## config.mk

```make
export PLATFORM = sky130hd
export DESIGN_NAME = held_note_period_quantizer_top
export DESIGN_NICKNAME = d
export VERILOG_FILES = /design/src/sv/hnpq_pkg.sv /design/src/sv/hnpq_table.sv /design/src/sv/hnpq_hold.sv /design/src/sv/held_note_period_quantizer_top.sv
export SDC_FILE = /design/constraint.sdc
export NUM_CORES = 2
export LEC_CHECK = 0
export ABC_CLOCK_PERIOD_IN_PS = 6400
export BUFFER_PORTS_ARGS = -buffer_cell sky130_fd_sc_hd__buf_2
export CORE_MARGIN = 1
export CORE_UTILIZATION = 26
export DETAILED_ROUTE_END_ITERATION = 7
export GPL_TIMING_DRIVEN = 0
export PLACE_DENSITY = 0.38
export RECOVER_POWER = 100
export SETUP_SLACK_MARGIN = 0.5
export SLEW_MARGIN = 10
export SYNTH_ARGS = -nofsm -noshare
export SYNTH_HDL_FRONTEND = slang
export SYNTH_SLANG_ARGS = --single-unit
```

## constraint.sdc

```tcl
create_clock -name clk -period 6.4 [get_ports clk]
set_input_delay 1.28 -clock clk [delete_from_list [all_inputs] [get_ports clk]]
set_output_delay 1.28 -clock clk [all_outputs]
set_load 0.005 [all_outputs]
```

## src/sv/hnpq_pkg.sv

```systemverilog
// Shared constants, types and helper functions of the held-note period quantizer.
`default_nettype none

package hnpq_pkg;

    // Field widths of the stream items.
    localparam int NOTE_W    = 7;
    localparam int VEL_W     = 7;
    localparam int PERIOD_W  = 23;
    localparam int ACTION_W  = 2;

    // Table and pitch-class storage.
    localparam int NOTE_COUNT  = 128;
    localparam int TABLE_DEPTH = 128;
    localparam int ADDR_W      = $clog2(TABLE_DEPTH);
    localparam int CLASS_COUNT = 12;
    localparam int PC_W        = $clog2(CLASS_COUNT);
    localparam int COUNT_W     = 8;
    localparam logic [COUNT_W-1:0] COUNT_MAX = {COUNT_W{1'b1}};

    // Number of table entries examined by one query.
    localparam int SCAN_LEN = (NOTE_COUNT < TABLE_DEPTH) ? NOTE_COUNT : TABLE_DEPTH;
    localparam int SCAN_W   = $clog2(SCAN_LEN + 1);

    // Packed stream widths, rounded up to whole bytes.
    localparam int S_DATA_BITS = NOTE_W + VEL_W + PERIOD_W;
    localparam int S_TDATA_W   = ((S_DATA_BITS + 7) / 8) * 8;
    localparam int M_DATA_BITS = PERIOD_W + NOTE_W;
    localparam int M_TDATA_W   = ((M_DATA_BITS + 7) / 8) * 8;

    // Reciprocal of twelve for seven-bit notes: floor(n * 43 / 512) == floor(n / 12).
    localparam int RECIP_MUL   = 43;
    localparam int RECIP_SHIFT = 9;
    localparam int PROD_W      = NOTE_W + 6;

    typedef enum logic [ACTION_W-1:0] {
        ACT_LOAD     = 2'd0,
        ACT_NOTE_ON  = 2'd1,
        ACT_NOTE_OFF = 2'd2,
        ACT_QUERY    = 2'd3
    } action_t;

    typedef enum logic [1:0] {
        ST_IDLE,
        ST_SCAN,
        ST_DONE
    } state_t;

    // Command to the held-note counters.
    typedef struct packed {
        logic              valid;
        logic              press;
        logic [NOTE_W-1:0] note;
    } hold_cmd_t;

    // Pitch class of a note, using a multiply by the reciprocal of twelve.
    function automatic logic [PC_W-1:0] pitch_class(input logic [NOTE_W-1:0] note);
        logic [PROD_W-1:0] prod;
        logic [PC_W-1:0]   quo;
        logic [NOTE_W-1:0] base;
        prod = PROD_W'(note) * PROD_W'(RECIP_MUL);
        quo  = prod[RECIP_SHIFT +: PC_W];
        base = NOTE_W'(NOTE_W'(quo) * NOTE_W'(CLASS_COUNT));
        return PC_W'(note - base);
    endfunction

endpackage

`default_nettype wire

```

## src/sv/hnpq_table.sv

```systemverilog
// Period table memory with one write port and one registered read port.
`default_nettype none

module hnpq_table
    import hnpq_pkg::*;
(
    input  wire logic                clk,
    input  wire logic                wr_en,
    input  wire logic [ADDR_W-1:0]   wr_addr,
    input  wire logic [PERIOD_W-1:0] wr_data,
    input  wire logic                rd_en,
    input  wire logic [ADDR_W-1:0]   rd_addr,
    output      logic [PERIOD_W-1:0] rd_data
);

    logic [PERIOD_W-1:0] period_mem [TABLE_DEPTH];
    logic [PERIOD_W-1:0] rd_data_reg;

    // Write and registered read.
    always_ff @(posedge clk)
    begin
        if (wr_en)
        begin
            period_mem[wr_addr] <= wr_data;
        end
        if (rd_en)
        begin
            rd_data_reg <= period_mem[rd_addr];
        end
    end

    assign rd_data = rd_data_reg;

endmodule

`default_nettype wire

```

## src/sv/hnpq_hold.sv

```systemverilog
// Saturating held-note counters, one for each pitch class.
`default_nettype none

module hnpq_hold
    import hnpq_pkg::*;
(
    input  wire logic            clk,
    input  wire logic            rst_n,
    input  wire hold_cmd_t       cmd,
    input  wire logic [PC_W-1:0] rd_pc,
    output      logic            held
);

    logic [COUNT_W-1:0] cnt_reg [CLASS_COUNT];
    logic [PC_W-1:0]    wr_pc;
    logic [COUNT_W-1:0] cur_cnt;
    logic [COUNT_W-1:0] cnt_next;
    logic               wr_ok;

    // Pitch class of the commanded note and its present count.
    always_comb
    begin
        wr_pc   = pitch_class(cmd.note);
        wr_ok   = (32'(wr_pc) < CLASS_COUNT);
        cur_cnt = wr_ok ? cnt_reg[wr_pc] : '0;
        cnt_next = cur_cnt;
        if (cmd.press)
        begin
            if (cur_cnt != COUNT_MAX)
            begin
                cnt_next = cur_cnt + COUNT_W'(1);
            end
        end
        else
        begin
            if (cur_cnt != '0)
            begin
                cnt_next = cur_cnt - COUNT_W'(1);
            end
        end
    end

    // Counter update.
    always_ff @(posedge clk or negedge rst_n)
    begin
        if (!rst_n)
        begin
            for (int i = 0; i < CLASS_COUNT; i++)
            begin
                cnt_reg[i] <= '0;
            end
        end
        else if (cmd.valid && wr_ok)
        begin
            cnt_reg[wr_pc] <= cnt_next;
        end
    end

    // A class is held while its count is not zero.
    assign held = (32'(rd_pc) < CLASS_COUNT) ? (cnt_reg[rd_pc] != '0) : 1'b0;

endmodule

`default_nettype wire

```

## src/sv/held_note_period_quantizer_top.sv

```systemverilog
// Top level of the held-note period quantizer: stream ports, scan sequencer and compare unit.
//
// Load, note-on and note-off beats are taken while the block is idle, and the block stays
// ready for the next beat. A query beat starts a scan of the period table through its single
// read port, one entry per cycle, with one shared subtract-and-compare unit working on each
// entry in the cycle after its read; once the scan ends and the output register is free, the
// result is placed there and the block is ready for its next beat again. The output register
// lets the next beat be accepted while a result still waits to be taken. Note 0 is always the
// starting choice, ties keep the lower note, and beyond it only entries whose pitch class is
// held take part.
`default_nettype none

module held_note_period_quantizer_top
    import hnpq_pkg::*;
(
    input  wire logic                 clk,
    input  wire logic                 rst_n,
    input  wire logic                 s_axis_tvalid,
    output      logic                 s_axis_tready,
    // Bits from low: note[6:0], velocity[13:7], period[36:14], zero fill.
    input  wire logic [S_TDATA_W-1:0] s_axis_tdata,
    // Bits from low: action[1:0].
    input  wire logic [ACTION_W-1:0]  s_axis_tuser,
    output      logic                 m_axis_tvalid,
    input  wire logic                 m_axis_tready,
    // Bits from low: nearest_period[22:0], nearest_note[29:23], zero fill.
    output      logic [M_TDATA_W-1:0] m_axis_tdata
);

    // Unpacked input fields.
    action_t             action;
    logic [NOTE_W-1:0]   note;
    logic [VEL_W-1:0]    velocity;
    logic [PERIOD_W-1:0] period;

    assign action   = action_t'(s_axis_tuser);
    assign note     = s_axis_tdata[NOTE_W-1:0];
    assign velocity = s_axis_tdata[NOTE_W +: VEL_W];
    assign period   = s_axis_tdata[NOTE_W + VEL_W +: PERIOD_W];

    // Sequencer and scan registers.
    state_t              state_reg, state_next;
    logic [SCAN_W-1:0]   issue_reg, issue_next;
    logic [PC_W-1:0]     pc_reg, pc_next;
    logic                cmp_valid_reg, cmp_valid_next;
    logic                cmp_first_reg, cmp_first_next;
    logic                cmp_held_reg, cmp_held_next;
    logic [NOTE_W-1:0]   cmp_note_reg, cmp_note_next;
    logic                out_valid_reg, out_valid_next;

    // Payload registers.
    logic [PERIOD_W-1:0] query_reg;
    logic [PERIOD_W-1:0] best_diff_reg;
    logic [PERIOD_W-1:0] best_period_reg;
    logic [NOTE_W-1:0]   best_note_reg;
    logic [PERIOD_W-1:0] out_period_reg;
    logic [NOTE_W-1:0]   out_note_reg;

    logic                in_beat;
    logic                rd_en;
    logic                out_load;
    logic                held;
    logic                tbl_wr_en;
    logic [PERIOD_W-1:0] rd_data;
    hold_cmd_t           hold_cmd;

    // Compare unit signals.
    logic [PERIOD_W-1:0] cand_diff;
    logic                take;

    assign in_beat = s_axis_tvalid && s_axis_tready;

    // Table writes and counter commands come straight from accepted beats.
    assign tbl_wr_en = in_beat && (action == ACT_LOAD)
                       && ((NOTE_W + 1)'(note) < (NOTE_W + 1)'(NOTE_COUNT));

    always_comb
    begin
        hold_cmd.valid = in_beat && ((action == ACT_NOTE_ON) || (action == ACT_NOTE_OFF));
        hold_cmd.press = (action == ACT_NOTE_ON) && (velocity != '0);
        hold_cmd.note  = note;
    end

    hnpq_table u_table (
        .clk     (clk),
        .wr_en   (tbl_wr_en),
        .wr_addr (note[ADDR_W-1:0]),
        .wr_data (period),
        .rd_en   (rd_en),
        .rd_addr (issue_reg[ADDR_W-1:0]),
        .rd_data (rd_data)
    );

    hnpq_hold u_hold (
        .clk   (clk),
        .rst_n (rst_n),
        .cmd   (hold_cmd),
        .rd_pc (pc_reg),
        .held  (held)
    );

    // Shared distance and compare unit.
    always_comb
    begin
        cand_diff = (query_reg >= rd_data) ? (query_reg - rd_data) : (rd_data - query_reg);
        take = cmp_valid_reg && (cmp_first_reg || (cmp_held_reg && (cand_diff < best_diff_reg)));
    end

    // Next state and sequencer outputs.
    always_comb
    begin
        state_next     = state_reg;
        issue_next     = issue_reg;
        pc_next        = pc_reg;
        rd_en          = 1'b0;
        out_load       = 1'b0;
        s_axis_tready  = 1'b0;
        cmp_valid_next = 1'b0;
        cmp_first_next = (issue_reg == '0);
        cmp_held_next  = held;
        cmp_note_next  = issue_reg[ADDR_W-1:0];

        case (state_reg)
            ST_IDLE:
            begin
                s_axis_tready = 1'b1;
                if (in_beat && (action == ACT_QUERY))
                begin
                    issue_next = '0;
                    pc_next    = '0;
                    state_next = ST_SCAN;
                end
            end
            ST_SCAN:
            begin
                if (issue_reg < SCAN_W'(SCAN_LEN))
                begin
                    rd_en          = 1'b1;
                    cmp_valid_next = 1'b1;
                    issue_next     = issue_reg + SCAN_W'(1);
                    pc_next        = (pc_reg == PC_W'(CLASS_COUNT - 1)) ? '0
                                                                       : pc_reg + PC_W'(1);
                end
                else if (!cmp_valid_reg)
                begin
                    state_next = ST_DONE;
                end
            end
            ST_DONE:
            begin
                if (!out_valid_reg || m_axis_tready)
                begin
                    out_load   = 1'b1;
                    state_next = ST_IDLE;
                end
            end
            default:
            begin
                state_next = ST_IDLE;
            end
        endcase

        // Output register: filled at the end of a scan, emptied when the beat is taken.
        out_valid_next = out_valid_reg;
        if (out_load)
        begin
            out_valid_next = 1'b1;
        end
        else if (m_axis_tready)
        begin
            out_valid_next = 1'b0;
        end
    end

    // Control registers.
    always_ff @(posedge clk or negedge rst_n)
    begin
        if (!rst_n)
        begin
            state_reg     <= ST_IDLE;
            issue_reg     <= '0;
            pc_reg        <= '0;
            cmp_valid_reg <= 1'b0;
            cmp_first_reg <= 1'b0;
            cmp_held_reg  <= 1'b0;
            cmp_note_reg  <= '0;
            out_valid_reg <= 1'b0;
        end
        else
        begin
            state_reg     <= state_next;
            issue_reg     <= issue_next;
            pc_reg        <= pc_next;
            cmp_valid_reg <= cmp_valid_next;
            cmp_first_reg <= cmp_first_next;
            cmp_held_reg  <= cmp_held_next;
            cmp_note_reg  <= cmp_note_next;
            out_valid_reg <= out_valid_next;
        end
    end

    // Query value, running best choice and result payload.
    always_ff @(posedge clk)
    begin
        if (in_beat && (action == ACT_QUERY))
        begin
            query_reg <= period;
        end
        if (take)
        begin
            best_diff_reg   <= cand_diff;
            best_period_reg <= rd_data;
            best_note_reg   <= cmp_note_reg;
        end
        if (out_load)
        begin
            out_period_reg <= best_period_reg;
            out_note_reg   <= best_note_reg;
        end
    end

    assign m_axis_tvalid = out_valid_reg;
    assign m_axis_tdata  = {(M_TDATA_W - M_DATA_BITS)'(0), out_note_reg, out_period_reg};

endmodule

`default_nettype wire
```

==> results.ini <==
[timing]
tightestPinTransition_ns = 4.61
period_needed_ns = 6.09
finalSetupViolCount = 0
finalMaxSlewViolations = 3509
clock.fmax_mhz = 164
rsz0062_at_grt = yes
fin_crit_sh_pct = 95.1
final.setup.worst_slack_ns = 0.313
skew_ns = 0.0715
max_slew_margin_pct = -207
fin_hold_ws_ns = 0.394
hold_viol_final = 0

[clock_tree]
cts_sinks = 3194
clk_pin_slew_ns = 0.06
numCtsBuffers = 368
worstSkewPairLatency_ns = 1.01
cts_tree = done
cts_buffer_depth = 4
hold_buffers = 0
clockRootBuffer = clkbuf_16
cts.htree.levels = 5

[synthesis]
synth_top_area_share_pct = 72.9
synth_common_cells = 3073 x edfxtp_1, 953 x mux4_2, 191 x nor2_1
synthSimpleGateAreaFrac_pct = 2.03
synth_mux_area_share_pct = 17.9
ys_top_cells_by_area = edfxtp_1 73%, mux4_2 17%, dfrtp_1 2.4%, ha_1 1.1%, mux2_2 0.58%
synth_compound_area_share_pct = 1.88
synth_area_um2 = 127000
seq_area_frac_synth_pct = 75.3
synthFlopType = edfxtp_1
synth_area_per_cell_um2 = 22.1
syn_inst = 5729
yosysMostFrequentCell = edfxtp_1
synthArstFlopShare_pct = 3.79
synthAdderAreaFrac_pct = 1.21
synth_top_area_cell = edfxtp_1
synth_top_family_by_area = multiplexers
synth-xor-area-share_pct = 0.258
yosysUniqueCellTypes = 93
ys_seq_elements = 3194
synth_edf_count = 3073
yosysWarnings = 0

[critical_path]
worst_ep_arrival_time_ns = 6.65
critPathKind = in -> reg
crit_chain = buf_2, clkbuf_1, buf_8, clkbuf_1, clkbuf_1, nand2_1, nor2_1, clkbuf_2
start_kind = input port
r2r_slack_ns = 0.56
path_buf_inv = 6
crit_top_cell = clkbuf_1
critPathMaxFanout = 17
cp-end-kind = register
cp_slowest_cell = nor2_1
required_ns = 6.97
slowest_delay_ns = 1.08
critPathTopFamily = buffers and inverters

[grt]
grt_pass1_wl_um = 619000
grt-ovfl-total = 0
antenna_found_initial = 54
grt.total_usage_pct = 18.8
grt_max_degree = 112
grt_pass1_vias = 65365

[power]
total_power_mw = 70.2
power.leakage_nw = 47.7
vdd_drop_max_uv = 258
power_density_nw_per_um2 = 464

[die]
dieArea_um2 = 489000
die_w_um = 700
die_y_um = 700
core_um2 = 483000
initial_core_util_pct = 26.2
io_pins = 80
rows = 255

[cells_and_area]
final_util_pct = 31.3
areaGrowthSynthToFinish_pct = 19.7
largest_reg_flops = 2944
num-fill-cells = 46483
nNetsFinal = 6589
drive_gt1_share_pct = 30.9

[detailed_routing]
wl_um = 469000
drtIter0Drc = 7537
drc = 0
routed-via-count = 64739
ant_nets = 1
firstDrtPassIters = 7
viasPerCell = 4.91
wire_per_inst_um = 35.6

[placed_design]
gp_congestion = 0.828
hpwl_um = 332000
portBuffers = 74
place_ws_ns = -1.50

[run_status]
violations = antenna violations, max-capacitance violations, max-slew violations
status = finished, violations left

[run]
maxCapViolations = 82

[worst_hold_path]
hold_class = reg -> reg

[kinds of logic after synthesis]
family                     after synthesis
DFF                                   3194
muxes                                 1062
and+or+nand+nor                        554
buffers and inverters                  422
AOI/OAI and AO/OA                      345
adders and majority gates              118
xor gates and xnor gates                33
other                                    1
[cells in the final DEF (no fill, tap or decap), drive strengths merged, types with 74 or more instances in the layout]
master / instances
edfxtp: 3073
mux4: 956
clkbuf: 769
buf: 325
nor2: 191
nand2: 169
clkinv: 165
inv: 128
dfrtp: 121
ha: 110
o21ai: 91
mux2: 74
[area by class of cell]
type                    instances  area, um2  share of cell area, %
repair buffers                322       3970                   2.62
diodes                         30       75.1                 0.0496
multi-input cells            2117      30600                   20.2
well taps                    6425       8040                   5.31
inverters                     119        452                  0.298
clock inverters               198       1720                   1.14
clock buffers                 475       9740                   6.43
flip-flops and latches       3194      95300                   62.9
plain buffers                 303       1520                   1.00
[power by group]
group          internal (mW)  leakage (nW)  switching [mW]
clock                   11.6          5.57            8.83
sequential              23.8          29.3           0.521
combinational           9.47          12.8            16.0
total                   44.9          47.7            25.3
[metrics by stage]
step                TNS [ns]  cell area, um2  instances
floorplan                  0          127000       5730
detailed placement   -147.72          141000      12415
global placement    -1400.74          135000      12229
CTS                        0          153000      13124
finish                     0          151000      13183
global route               0          151000      13158
[what timing repair did]
item	in CTS	in global routing
resized for setup	66	69
setup endpoints to repair	148	138
buffers inserted	33	24
pin swaps	19	14
cloned	3	3
[layer usage]
layer / part of all wire (%) / vias to the layer above / routed length [um] / global-route usage (%)
li1: - / 25669 / - / -
met1: 42 / 36187 / 197000 / 25.0
met2: 49 / 2290 / 229000 / 31.6
met3: 5.9 / 587 / 27700 / 3.19
met4: 3.2 / 6 / 15200 / 5.12
met5: 0.0085 / - / 40 / 0
[worst paths after layout]
path,start,to,depth (start not counted)
max reg2reg,u_table.rd_data[10],best_period_reg[6],24
max,s_axis_tdata[0],u_table.period_mem[39][4],8
min in group asynchronous,rst_n,u_hold.cnt_reg[29],1
min,issue_reg[5],cmp_note_reg[5],0
min reg2reg,issue_reg[5],cmp_note_reg[5],0
max in group asynchronous,rst_n,u_hold.cnt_reg[62],1
No activity file was read; power rests on OpenSTA's default activity.
